===== src/rtl/wpa_pkg.sv =====
// ----------------------------------------------------------------------------
// wpa_pkg
// Shared types, constants and helpers of the wall push-out accumulator.
// ----------------------------------------------------------------------------
package wpa_pkg;

  localparam int FRAC_BITS_DEF = 16;
  localparam int CFG_W         = 31;
  localparam int CRD_W         = 32;
  localparam int HIT_W         = 16;
  localparam int CFG_IDX_W     = 2;
  localparam int CNT_W         = 6;
  localparam int RT_STEPS      = 32;
  localparam int WW            = 35;   // bound / offset arithmetic
  localparam int DPW           = 36;   // signed penetration depth
  localparam int PW            = 64;   // product / root operand

  typedef enum logic [CFG_IDX_W-1:0] {
    REG_HALF_LONG  = 2'd0,
    REG_HALF_SHORT = 2'd1,
    REG_RADIUS     = 2'd2
  } cfg_reg_t;

  typedef enum logic [1:0] {
    SRC_D = 2'd0,
    SRC_V = 2'd1,
    SRC_E = 2'd2
  } src_t;

  typedef enum logic [4:0] {
    OP_NONE     = 5'd0,
    OP_LOAD     = 5'd1,
    OP_BOUND    = 5'd2,
    OP_SQ_A     = 5'd3,
    OP_SQ_B     = 5'd4,
    OP_SQ_R     = 5'd5,
    OP_VEC      = 5'd6,
    OP_RT_INIT  = 5'd7,
    OP_RT_STEP  = 5'd8,
    OP_DIV_INIT = 5'd9,
    OP_DIV_STEP = 5'd10,
    OP_DIV_DONE = 5'd11,
    OP_DEPTH    = 5'd12,
    OP_MUL      = 5'd13,
    OP_CLAMP    = 5'd14,
    OP_ADD      = 5'd15,
    OP_EMIT     = 5'd16
  } op_t;

  typedef struct packed {
    op_t  op;
    src_t src;
    logic zsel;
  } dp_cmd_t;

  typedef struct packed {
    logic is_wall;
    logic last;
    logic box_fail;
    logic circ_fail;
  } dp_stat_t;

  function automatic logic signed [WW-1:0] clampw(input logic signed [WW-1:0] v,
                                                  input logic signed [WW-1:0] lo,
                                                  input logic signed [WW-1:0] hi);
    logic signed [WW-1:0] r;
    if (v < lo) begin
      r = lo;
    end else if (v > hi) begin
      r = hi;
    end else begin
      r = v;
    end
    return r;
  endfunction

  function automatic logic signed [WW-1:0] absw(input logic signed [WW-1:0] v);
    logic signed [WW-1:0] r;
    r = v[WW-1] ? -v : v;
    return r;
  endfunction

endpackage


===== src/rtl/wpa_ctrl.sv =====
// ----------------------------------------------------------------------------
// wpa_ctrl
// Sequencer: walks the datapath through bounds, hit test, roots, divides
// and accumulation, and owns the input and result handshakes.
// ----------------------------------------------------------------------------
module wpa_ctrl #(
  parameter int FRAC_BITS = wpa_pkg::FRAC_BITS_DEF
) (
  input  logic              clk,
  input  logic              rst_n,
  input  logic              in_valid,
  output logic              in_ready,
  output logic              out_valid,
  input  logic              out_ready,
  input  wpa_pkg::dp_stat_t stat,
  output wpa_pkg::dp_cmd_t  cmd
);
  import wpa_pkg::*;

  typedef enum logic [29:0] {
    ST_IDLE    = 30'd1 << 0,
    ST_BOUND   = 30'd1 << 1,
    ST_TEST    = 30'd1 << 2,
    ST_DSQ_A   = 30'd1 << 3,
    ST_DSQ_B   = 30'd1 << 4,
    ST_DSQ_R   = 30'd1 << 5,
    ST_DCHK    = 30'd1 << 6,
    ST_VEC     = 30'd1 << 7,
    ST_VSQ_A   = 30'd1 << 8,
    ST_VSQ_B   = 30'd1 << 9,
    ST_VRT_I   = 30'd1 << 10,
    ST_VRT     = 30'd1 << 11,
    ST_XDIV_I  = 30'd1 << 12,
    ST_XDIV    = 30'd1 << 13,
    ST_XDIV_F  = 30'd1 << 14,
    ST_ZDIV_I  = 30'd1 << 15,
    ST_ZDIV    = 30'd1 << 16,
    ST_ZDIV_F  = 30'd1 << 17,
    ST_ESQ_A   = 30'd1 << 18,
    ST_ESQ_B   = 30'd1 << 19,
    ST_ERT_I   = 30'd1 << 20,
    ST_ERT     = 30'd1 << 21,
    ST_DEPTH   = 30'd1 << 22,
    ST_XMUL    = 30'd1 << 23,
    ST_XCLP    = 30'd1 << 24,
    ST_XADD    = 30'd1 << 25,
    ST_ZMUL    = 30'd1 << 26,
    ST_ZCLP    = 30'd1 << 27,
    ST_ZADD    = 30'd1 << 28,
    ST_FIN     = 30'd1 << 29
  } state_t;

  localparam logic [CNT_W-1:0] RT_LAST  = CNT_W'(RT_STEPS - 1);
  localparam logic [CNT_W-1:0] DIV_LAST = CNT_W'(FRAC_BITS);

  state_t           state_r, state_nxt;
  logic [CNT_W-1:0] cnt_r, cnt_nxt;
  logic             out_valid_r, out_valid_nxt;

  assign in_ready  = (state_r == ST_IDLE);
  assign out_valid = out_valid_r;

  always_comb begin
    state_nxt     = state_r;
    cnt_nxt       = '0;
    out_valid_nxt = out_valid_r && !out_ready;
    cmd.op        = OP_NONE;
    cmd.src       = SRC_D;
    cmd.zsel      = 1'b0;
    case (state_r)
      ST_IDLE: begin
        if (in_valid) begin
          cmd.op    = OP_LOAD;
          state_nxt = ST_BOUND;
        end
      end
      ST_BOUND: begin
        cmd.op    = OP_BOUND;
        state_nxt = ST_TEST;
      end
      ST_TEST: begin
        state_nxt = (!stat.is_wall || stat.box_fail) ? ST_FIN : ST_DSQ_A;
      end
      ST_DSQ_A: begin
        cmd.op    = OP_SQ_A;
        state_nxt = ST_DSQ_B;
      end
      ST_DSQ_B: begin
        cmd.op    = OP_SQ_B;
        state_nxt = ST_DSQ_R;
      end
      ST_DSQ_R: begin
        cmd.op    = OP_SQ_R;
        state_nxt = ST_DCHK;
      end
      ST_DCHK: begin
        state_nxt = stat.circ_fail ? ST_FIN : ST_VEC;
      end
      ST_VEC: begin
        cmd.op    = OP_VEC;
        state_nxt = ST_VSQ_A;
      end
      ST_VSQ_A: begin
        cmd.op    = OP_SQ_A;
        cmd.src   = SRC_V;
        state_nxt = ST_VSQ_B;
      end
      ST_VSQ_B: begin
        cmd.op    = OP_SQ_B;
        cmd.src   = SRC_V;
        state_nxt = ST_VRT_I;
      end
      ST_VRT_I: begin
        cmd.op    = OP_RT_INIT;
        state_nxt = ST_VRT;
      end
      ST_VRT: begin
        cmd.op  = OP_RT_STEP;
        cnt_nxt = cnt_r + 1'b1;
        if (cnt_r == RT_LAST) begin
          cnt_nxt   = '0;
          state_nxt = ST_XDIV_I;
        end
      end
      ST_XDIV_I: begin
        cmd.op    = OP_DIV_INIT;
        state_nxt = ST_XDIV;
      end
      ST_XDIV: begin
        cmd.op  = OP_DIV_STEP;
        cnt_nxt = cnt_r + 1'b1;
        if (cnt_r == DIV_LAST) begin
          cnt_nxt   = '0;
          state_nxt = ST_XDIV_F;
        end
      end
      ST_XDIV_F: begin
        cmd.op    = OP_DIV_DONE;
        state_nxt = ST_ZDIV_I;
      end
      ST_ZDIV_I: begin
        cmd.op    = OP_DIV_INIT;
        cmd.zsel  = 1'b1;
        state_nxt = ST_ZDIV;
      end
      ST_ZDIV: begin
        cmd.op  = OP_DIV_STEP;
        cnt_nxt = cnt_r + 1'b1;
        if (cnt_r == DIV_LAST) begin
          cnt_nxt   = '0;
          state_nxt = ST_ZDIV_F;
        end
      end
      ST_ZDIV_F: begin
        cmd.op    = OP_DIV_DONE;
        cmd.zsel  = 1'b1;
        state_nxt = ST_ESQ_A;
      end
      ST_ESQ_A: begin
        cmd.op    = OP_SQ_A;
        cmd.src   = SRC_E;
        state_nxt = ST_ESQ_B;
      end
      ST_ESQ_B: begin
        cmd.op    = OP_SQ_B;
        cmd.src   = SRC_E;
        state_nxt = ST_ERT_I;
      end
      ST_ERT_I: begin
        cmd.op    = OP_RT_INIT;
        state_nxt = ST_ERT;
      end
      ST_ERT: begin
        cmd.op  = OP_RT_STEP;
        cnt_nxt = cnt_r + 1'b1;
        if (cnt_r == RT_LAST) begin
          cnt_nxt   = '0;
          state_nxt = ST_DEPTH;
        end
      end
      ST_DEPTH: begin
        cmd.op    = OP_DEPTH;
        state_nxt = ST_XMUL;
      end
      ST_XMUL: begin
        cmd.op    = OP_MUL;
        state_nxt = ST_XCLP;
      end
      ST_XCLP: begin
        cmd.op    = OP_CLAMP;
        state_nxt = ST_XADD;
      end
      ST_XADD: begin
        cmd.op    = OP_ADD;
        state_nxt = ST_ZMUL;
      end
      ST_ZMUL: begin
        cmd.op    = OP_MUL;
        cmd.zsel  = 1'b1;
        state_nxt = ST_ZCLP;
      end
      ST_ZCLP: begin
        cmd.op    = OP_CLAMP;
        cmd.zsel  = 1'b1;
        state_nxt = ST_ZADD;
      end
      ST_ZADD: begin
        cmd.op    = OP_ADD;
        cmd.zsel  = 1'b1;
        state_nxt = ST_FIN;
      end
      ST_FIN: begin
        if (!stat.last) begin
          state_nxt = ST_IDLE;
        end else if (!out_valid_r || out_ready) begin
          cmd.op        = OP_EMIT;
          out_valid_nxt = 1'b1;
          state_nxt     = ST_IDLE;
        end
      end
      default: begin
        state_nxt = ST_IDLE;
      end
    endcase
  end

  always_ff @(posedge clk) begin
    if (!rst_n) begin
      state_r     <= ST_IDLE;
      cnt_r       <= '0;
      out_valid_r <= 1'b0;
    end else begin
      state_r     <= state_nxt;
      cnt_r       <= cnt_nxt;
      out_valid_r <= out_valid_nxt;
    end
  end

endmodule


===== config.mk =====
export PLATFORM = sky130hd
export DESIGN_NAME = wpa_ctrl
export DESIGN_NICKNAME = d
export VERILOG_FILES = /design/src/rtl/wpa_pkg.sv /design/src/rtl/wpa_ctrl.sv
export SDC_FILE = /design/constraint.sdc
export NUM_CORES = 1
export LEC_CHECK = 0
export BUFFER_PORTS_ARGS = -buffer_cell sky130_fd_sc_hd__buf_4
export CAP_MARGIN = 30
export CORE_MARGIN = 1
export CORE_UTILIZATION = 38
export CTS_CLUSTER_DIAMETER = 40
export DETAILED_ROUTE_END_ITERATION = 8
export PLACE_DENSITY = 0.51
export SYNTH_ARGS = -nofsm -noshare
export SYNTH_HDL_FRONTEND = slang
export SYNTH_SLANG_ARGS = --single-unit

===== constraint.sdc =====
create_clock -name clk -period 4.2 [get_ports clk]
set_input_delay 0.84 -clock clk [delete_from_list [all_inputs] [get_ports clk]]
set_output_delay 0.84 -clock clk [all_outputs]
set_load 0.01 [all_outputs]

==> flow_metrics.py, run 1 <==
metrics = {
    "synthesis": {
        "syn_inst": 248,
        "syn-cell-area_sq_um": 2080,
        "async_flop_share_pct": 0,
        "synth_cell_type_count": 51,
        "yosysTopAreaCell": "dfxtp_1",
        "synth_area_leaders": "dfxtp_1 36%, nor2_1 7.4%, nor4_4 4.1%, nand2_1 3.4%, nand4b_1 3.4%",
        "synth_fp_nets": 258,
        "synthFlopType": "dfxtp_1",
        "netlist.area_leader.share_pct": 35.6,
        "ys_seq_elements": 37,
        "avgSynthCellArea_sq_um": 8.40,
        "synth-seq-area-share_pct": 35.6,
        "synth_edf_count": 0,
        "yosysWarnings": 0,
    },
    "critical_path": {
        "end_kind": "output port",
        "critical_path.max_fanout": 10,
        "cp-start-kind": "flop",
        "arrival_ps": 2840,
        "critical_path_class": "flop to output port",
        "cp_data_required_time_ps": 3360,
        "cpPeakStageDelay_ps": 680,
        "crit_chain": "nor4_2 > nand3_2 > a211oi_1 > nor2_1 > o2111ai_1 > or3_1 > buf_4",
        "cpMaxStageDelayCell": "a211oi_1",
    },
    "cells_and_area": {
        "antenna_cells": 0,
        "layout.cells.non_filler": 338,
        "num-nets-final": 277,
        "utilization_pct": 45.7,
        "drive_gt1_share_pct": 14.9,
        "fill_cells": 558,
        "area_growth_pct": 14.4,
    },
    "global_routing": {
        "grt_usage_pct": 20.9,
        "grt-ovfl-total": 0,
        "grt_pass1_wl_mm": 9.42,
        "grt_max_degree": 17,
        "grt_antenna_before_repair": 0,
        "grt_pass1_vias": 1868,
    },
    "flow_run": {
        "maxCapViolCount": 0,
    },
    "floorplanning": {
        "dieArea_sq_um": 5780,
        "die_h_um": 76.0,
        "num_rows": 26,
        "io_pins": 18,
        "start_util_pct": 40.0,
        "core_area_sq_um": 5200,
        "die_x_um": 76.0,
    },
    "sta": {
        "skew_ps": 3.44,
        "hold_slack_ps": 495,
        "min_period_ps": 3680,
        "slew_headroom_pct": 49.1,
        "worst_slew_pin_slew_ps": 758,
        "rsz0062_at_grt": "false",
        "drv_slew": 0,
        "finalHoldViolCount": 0,
        "setup_tns_ps": 0,
        "min_period_over_period_pct": 87.6,
        "max_freq_ghz": 0.272,
        "setup_viol": 0,
    },
    "placement": {
        "routabilityCongestion": 0.910,
        "port_buffers": 17,
        "dp_hpwl_mm": 4.24,
        "place_inst": 330,
    },
    "power_and_ir_drop": {
        "powerDensity_nw_per_um2": 334,
        "power_leakage_nw": 0.930,
        "ir_worst_vdd_mv": 0.193,
    },
    "route": {
        "ant_nets": 0,
        "routedWlPerCell_um": 16.8,
        "route.detailed.drc": 0,
        "drtIter0Drc": 135,
        "vias": 1914,
        "wl_mm": 5.66,
        "dr.pass1.iters": 5,
        "viasPerCell": 5.66,
    },
    "clock_network": {
        "hold_buffers": 0,
        "tritoncts": "built",
        "cts-resized-gates": 0,
        "cts.sinks": 37,
        "cts.path.max_buffers": 2,
        "numCtsBuffers": 5,
        "postCtsSetupBuffers": 0,
        "clk_latency_ps": 290,
        "cts_max_level": 2,
        "root_buffer": "clkbuf_8",
        "cts.clk_slew.worst_paths_ps": 70,
    },
    "run_status": {
        "status": "completed",
    },
    "min_path": {
        "hold_class": "flop to flop",
    },
}
cells in the mapped netlist (2+ instances only):
cell type	instances
nor2_1	41
dfxtp_1	37
nand2_1	19
nor3_1	11
a21oi_1	10
nand4_1	9
nand3_1	8
nand4b_1	8
nor4_1	8
inv_1	7
and2_1	6
nor4b_1	6
or3_1	6
nand2b_1	5
xnor2_1	5
xor2_1	5
nor3b_1	4
nor4_4	4
or4_1	4
and3_1	3
and4b_1	3
nor2b_1	3
nor4_2	3
buf_2	2
ha_1	2
nand3_2	2
nand3b_1	2
o2111ai_1	2
worst paths after layout:
kind	slack, ps	depth (start not counted)	to	start
max	520	7	cmd[6]	state_r[8]
min	490	1	cnt_r[0]	cnt_r[0]
max reg2reg	860	7	state_r[26]	state_r[8]
min reg2reg	490	1	cnt_r[0]	cnt_r[0]
layout make-up:
| type | count | area [sq um] | share of cell area, % |
|---|---|---|---|
| Clock inverter | 1 | 30.0 | 1.26 |
| Timing Repair Buffer | 17 | 128 | 5.36 |
| Tap cell | 70 | 87.6 | 3.68 |
| Clock buffer | 7 | 86.3 | 3.63 |
| Inverter | 9 | 33.8 | 1.42 |
| Sequential cell | 37 | 741 | 31.1 |
| Multi-Input combinational cell | 197 | 1270 | 53.5 |
sequential cells by signal, indices dropped and copies added, names as in the netlist:
signal,flops
out_valid,1
state_r,30
cnt_r,6
cells in the final DEF, fill, tap and decap left out, types with 2 or more instances in the layout:
| cell | synthesis | routed |
|---|---|---|
| a21oi_1 | 10 | 10 |
| and2_1 | 6 | 6 |
| and3_1 | 3 | 3 |
| and4b_1 | 3 | 3 |
| buf_4 | 1 | 17 |
| clkbuf_8 | 0 | 6 |
| dfxtp_1 | 37 | 37 |
| ha_1 | 2 | 2 |
| inv_1 | 7 | 7 |
| nand2_1 | 19 | 19 |
| nand2b_1 | 5 | 5 |
| nand3_1 | 8 | 8 |
| nand3_2 | 2 | 2 |
| nand3b_1 | 2 | 2 |
| nand4_1 | 9 | 9 |
| nand4b_1 | 8 | 8 |
| nor2_1 | 41 | 41 |
| nor2b_1 | 3 | 3 |
| nor3_1 | 11 | 11 |
| nor3b_1 | 4 | 4 |
| nor4_1 | 8 | 8 |
| nor4_2 | 3 | 3 |
| nor4_4 | 4 | 4 |
| nor4b_1 | 6 | 6 |
| o2111ai_1 | 2 | 2 |
| or3_1 | 6 | 6 |
| or4_1 | 4 | 4 |
| xnor2_1 | 5 | 5 |
| xor2_1 | 5 | 5 |
cell families after synthesis:
kind of cell / count (synthesis) / share of synthesized area [%]
AO/OA/AOI/OAI: 24 / 8.47
XOR/XNOR: 10 / 4.21
adder cells (fa/ha/maj): 2 / 1.20
buffers and inverters: 14 / 3.18
flip-flops: 37 / 35.6
AND/OR/NAND/NOR: 161 / 47.4
worst max-delay path, delay by kind of cell (launching register included):
family	cells	cell delay, ps
simple gates	4	1260
compound gates	2	810
flops	1	350
buf+inv	1	120
stage by stage:
stage | instance area, sq um | power, mW | setup WS [ps]
detailed placement | 2260 | 0.480 | 932
global route | 2380 | 0.835 | 327
floorplan | 2080 | 0.444 | 1380
CTS | 2380 | 0.799 | 600
finish | 2380 | 0.795 | 522
global placement | 2260 | 0.483 | 837
per-layer routing:
layer | vias up | track usage, % | part of all wire, %
li1 | 952 | - | -
met1 | 874 | 29.2 | 49
met2 | 75 | 30.7 | 42
met3 | 13 | 4.91 | 6.4
met4 | 0 | 8.46 | 2.3
met5 | - | 0 | 0
where the power goes:
group | switching [mW] | internal, mW | leakage, nW
clock | 0.129 | 0.194 | 0.0585
sequential | 0.00659 | 0.355 | 0.298
combinational | 0.0703 | 0.0401 | 0.573
No activity file was read; power rests on OpenSTA's default activity.
==> run 2: changes to the inputs <==
- CORE_UTILIZATION: 38 -> 60
- PLACE_DENSITY: 0.51 -> 0.76
==> run 2 against run 1 <==
Compared with the run above:
- global-route usage rose by 9.4 points
- routed wire length fell by 8.5%
- non-clock buffer count did not move
- largest power group unchanged
- sequential power barely moved
- utilization rose by 23 points
- combinational power barely moved
- sequential share of layout area rose by 1.2 points
- worst hold slack got worse by 25 ps
- cell count fell by 7.1%
- count of clock-buffer cells in the layout fell by 2
- cell area fell by 3.8%
==> flow_metrics.py, run 2 (synthesis results as in run 1) <==
metrics = {
    "critical_path": {
        "end_kind": "output port",
        "critical_path_class": "flop to output port",
        "arrival_ps": 2780,
        "cpMaxStageDelayCell": "nor4_2",
        "cp-start-kind": "flop",
        "crit_chain": "nor4_2 > nand3_2 > or3_1 > a221oi_1 > or4_1 > buf_4",
        "cp_top_family": "simple AND/OR/NAND/NOR gates",
        "cp_data_required_time_ps": 3360,
        "critical_path.max_fanout": 10,
        "cpPeakStageDelay_ps": 510,
        "cp_num_buf_inv": 1,
    },
    "floorplanning": {
        "die_x_um": 60.9,
        "core_area_sq_um": 3340,
        "io_pins": 18,
        "die_h_um": 60.9,
        "num_rows": 21,
        "start_util_pct": 62.4,
        "dieArea_sq_um": 3710,
    },
    "power_and_ir_drop": {
        "powerDensity_nw_per_um2": 288,
        "power_leakage_nw": 0.903,
        "ir_worst_vdd_mv": 0.233,
    },
    "placement": {
        "dp_hpwl_mm": 3.89,
        "routabilityCongestion": 0.946,
        "port_buffers": 17,
    },
    "route": {
        "ant_nets": 0,
        "route.detailed.drc": 0,
        "viasPerCell": 6.13,
        "routedWlPerCell_um": 16.5,
        "drtIter0Drc": 146,
        "wl_mm": 5.18,
        "dr.pass1.iters": 4,
        "vias": 1926,
    },
    "global_routing": {
        "grt_max_degree": 17,
        "grt-ovfl-total": 0,
        "grt_pass1_vias": 1691,
        "grt_usage_pct": 30.2,
        "grt_pass1_wl_mm": 7.96,
        "grt_antenna_before_repair": 0,
    },
    "cells_and_area": {
        "utilization_pct": 68.6,
        "area_growth_pct": 9.98,
        "drive_gt1_share_pct": 15.3,
        "antenna_cells": 0,
        "mostFrequentLayoutCell": "nor2_1",
        "largest_reg_flops": 30,
        "num-nets-final": 277,
        "regMostFlops": "state_r",
        "final_cell_mix": "41 x nor2_1, 37 x dfxtp_1, 19 x nand2_1, 17 x buf_4, 11 x nor3_1",
    },
    "clock_network": {
        "cts_max_level": 2,
        "tritoncts": "built",
        "cts-resized-gates": 0,
        "cts.path.max_buffers": 2,
        "cts.clk_slew.worst_paths_ps": 120,
        "cts.sinks": 37,
        "hold_buffers": 0,
        "clk_latency_ps": 360,
        "numCtsBuffers": 5,
        "root_buffer": "clkbuf_4",
        "postCtsSetupBuffers": 0,
    },
    "sta": {
        "drv_slew": 0,
        "slew_headroom_pct": 55.9,
        "setup_tns_ps": 0,
        "setup_viol": 0,
        "worst_slew_pin_slew_ps": 658,
        "skew_ps": 14.6,
        "min_period_ps": 3620,
        "max_freq_ghz": 0.276,
        "min_period_over_period_pct": 86.3,
        "rsz0062_at_grt": "false",
        "finalHoldViolCount": 0,
    },
    "min_path": {
        "hold_class": "flop to flop",
    },
    "flow_run": {
        "maxCapViolCount": 0,
    },
    "run_status": {
        "status": "completed",
    },
}
[run 2: cell types whose count changed in the layout (fill, tap and decap cells not counted), sizes merged]
cell	change
clkinvlp	+1
clkinv	+2
bufinv	-1
clkbuf	-2
[run 2: worst paths after layout]
path	startpoint	to	slack, ps	depth (start not counted)
setup reg to reg	state_r[0]	state_r[26]	1130	7
hold reg to reg	cnt_r[0]	cnt_r[0]	470	1
setup / recovery	state_r[0]	cmd[4]	580	6
hold / removal	cnt_r[0]	cnt_r[0]	470	1
[run 2: metal layers]
layer | GRT usage (%) | up-vias | part of all wire [%]
met5 | 0 | - | 0
met4 | 11.0 | 0 | 2.2
met3 | 9.38 | 12 | 6.6
met2 | 46.3 | 68 | 46
met1 | 40.0 | 894 | 45
li1 | - | 952 | -
[run 2: cell type report]
type	count	area (sq um)
Timing Repair Buffer	17	128
Sequential cell	37	741
Fill cell	315	1050
Clock buffer	5	37.5
Multi-Input combinational cell	197	1270
Inverter	9	33.8
Clock inverter	3	17.5
Tap cell	46	57.6
[run 2: stage by stage]
stage / worst slack, ps / instance area [sq um] / std cells / total power, mW / hold slack (ps)
floorplan: 1380 / 2080 / 248 / 0.444 / 426
CTS: 622 / 2290 / 314 / 0.660 / 472
global route: 373 / 2290 / 314 / 0.692 / 500
detailed placement: 1040 / 2230 / 306 / 0.477 / 444
finish: 577 / 2290 / 314 / 0.660 / 469
global placement: 1030 / 2230 / 306 / 0.477 / 441
[run 2: power breakdown]
part,switching [mW],internal (mW)
clock,0.124,0.0631
sequential,0.00601,0.355
combinational,0.0704,0.0401
==> run 3: changes to the inputs <==
- CORE_UTILIZATION: 60 -> 59
- PLACE_DENSITY: 0.76 -> 0.75
- clock period: 4.2 -> 3.6 ns (I/O delays scaled with it)
==> run 3 against run 2 <==
Compared with the run above:
- clock power up 14%
- via count up 1.2%
- count of clock-buffer cells in the layout up 1
- critical path depth up 2
- die area up 1.6%
- sequential power up 17%
- non-clock buffer count up 3
- highest routed layer unchanged
- worst hold slack worse by 2.2 ps
==> flow_metrics.py, run 3 (synthesis results as in run 1) <==
metrics = {
    "run_status": {
        "status": "completed",
    },
    "clock_network": {
        "tritoncts": "built",
        "cts.clk_slew.worst_paths_ps": 120,
        "clk_latency_ps": 360,
        "root_buffer": "clkbuf_4",
        "cts_max_level": 2,
        "numCtsBuffers": 5,
        "cts.sinks": 37,
        "cts.path.max_buffers": 2,
    },
    "floorplanning": {
        "num_rows": 21,
        "die_h_um": 61.4,
        "dieArea_sq_um": 3770,
        "die_x_um": 61.4,
        "core_area_sq_um": 3360,
        "start_util_pct": 61.9,
        "io_pins": 18,
    },
    "sta": {
        "max_freq_ghz": 0.299,
        "finalHoldViolCount": 0,
        "min_period_ps": 3340,
        "setup_viol": 0,
        "rsz0062_at_grt": "false",
        "hold_slack_ps": 467,
        "drv_slew": 0,
        "min_period_over_period_pct": 92.8,
        "slew_headroom_pct": 65.1,
        "worst_slew_pin_slew_ps": 517,
        "setup_tns_ps": 0,
        "skew_ps": 15.2,
    },
    "route": {
        "wl_mm": 5.13,
        "viasPerCell": 6.15,
        "route.detailed.drc": 0,
        "ant_nets": 0,
        "dr.pass1.iters": 6,
        "routedWlPerCell_um": 16.2,
        "drtIter0Drc": 147,
        "vias": 1950,
    },
    "cells_and_area": {
        "drive_gt1_share_pct": 15.9,
        "regMostFlops": "state_r",
        "antenna_cells": 0,
        "mostFrequentLayoutCell": "nor2_1",
        "largest_reg_flops": 30,
        "area_growth_pct": 12.1,
        "layout.cells.non_filler": 317,
        "num-nets-final": 280,
        "final_cell_mix": "41 x nor2_1, 37 x dfxtp_1, 20 x buf_4, 19 x nand2_1, 11 x nor3_1",
    },
    "critical_path": {
        "path_depth": 8,
        "reg2reg_depth": 8,
        "end_kind": "output port",
        "cp_top_family": "simple AND/OR/NAND/NOR gates",
        "cpMaxStageDelayCell": "nor4_4",
        "critical_path_class": "flop to output port",
        "cp_num_buf_inv": 2,
        "cpPeakStageDelay_ps": 510,
        "critical_path.max_fanout": 7,
        "cp_data_required_time_ps": 2880,
        "arrival_ps": 2620,
        "crit_chain": "nor4_4 > nand3_2 > nor3_1 > nand4b_1 > inv_1 > a21oi_1 > nand4_1 > buf_4",
        "cp-start-kind": "flop",
    },
    "power_and_ir_drop": {
        "ir_worst_vdd_mv": 0.241,
        "powerDensity_nw_per_um2": 330,
        "fin_total_pwr_mw": 0.770,
        "power_leakage_nw": 0.931,
    },
    "placement": {
        "place_inst": 309,
        "dp_hpwl_mm": 3.89,
        "routabilityCongestion": 0.934,
        "port_buffers": 17,
    },
    "min_path": {
        "hold_class": "flop to flop",
        "min_path_cells": 1,
    },
    "global_routing": {
        "grt_pass1_vias": 1634,
        "grt_max_degree": 16,
        "grt_usage_pct": 29.8,
        "grt_antenna_before_repair": 0,
        "grt_pass1_wl_mm": 7.81,
        "grt-ovfl-total": 0,
    },
    "flow_run": {
        "maxCapViolCount": 0,
    },
}
## run 3: changes by cell type in the layout (fill, tap and decap cells not counted)
cell,change
clkbuf_1,+1
nor4_4,+3
nor4_2,-3
buf_4,+3
clkinvlp_4,-1
## run 3: area by class of cell
class                           instances  area [sq um]
Sequential cell                        37           741
Timing Repair Buffer                   20           150
Tap cell                               46          57.6
Clock buffer                            6          41.3
Inverter                                9          33.8
Multi-Input combinational cell        197          1300
Clock inverter                          2          10.0
Fill cell                             320          1030
## run 3: path summary, 6_finish.rpt
kind | endpoint | from | slack [ps]
max | cmd[3] | state_r[20] | 260
min | cnt_r[0] | cnt_r[0] | 470
max reg2reg | state_r[28] | state_r[20] | 900
min reg2reg | cnt_r[0] | cnt_r[0] | 470
## run 3: report_power, final
part | switching (mW) | total (mW) | internal (mW)
logic | 0.0809 | 0.132 | 0.0511
registers | 0.00873 | 0.423 | 0.415
clock network | 0.140 | 0.215 | 0.0744
## run 3: per-stage QoR
stage,setup WS (ps),cell area [sq um],util [%]
floorplan,901,2080,-
global placement,610,2260,67.1
detailed placement,602,2260,67.1
CTS,198,2310,68.6
global route,26.7,2330,69.4
finish,261,2330,69.4
## run 3: worst register-to-register path, delay by kind of cell, from the launching register on
| kind | cells | cell delay, ps |
|---|---|---|
| buffers and inverters | 1 | 230 |
| AOI/OAI and AO/OA | 1 | 250 |
| and+or+nand+nor | 6 | 1710 |
| DFF | 1 | 390 |
## run 3: layer usage
metal  vias to the layer above  share of wire (%)  track usage (%)
li1                        962                  -                -
met4                         0                2.4             11.1
met2                        89                 45             46.7
met3                        11                7.7             8.61
met5                         -                  0                0
met1                       888                 45             39.0
## run 3: timing repair
action | CTS | global route
resized for setup | 0 | 3
buffers inserted | 0 | 0
setup endpoints to repair | 0 | 2
hold buffers | 0 | 0
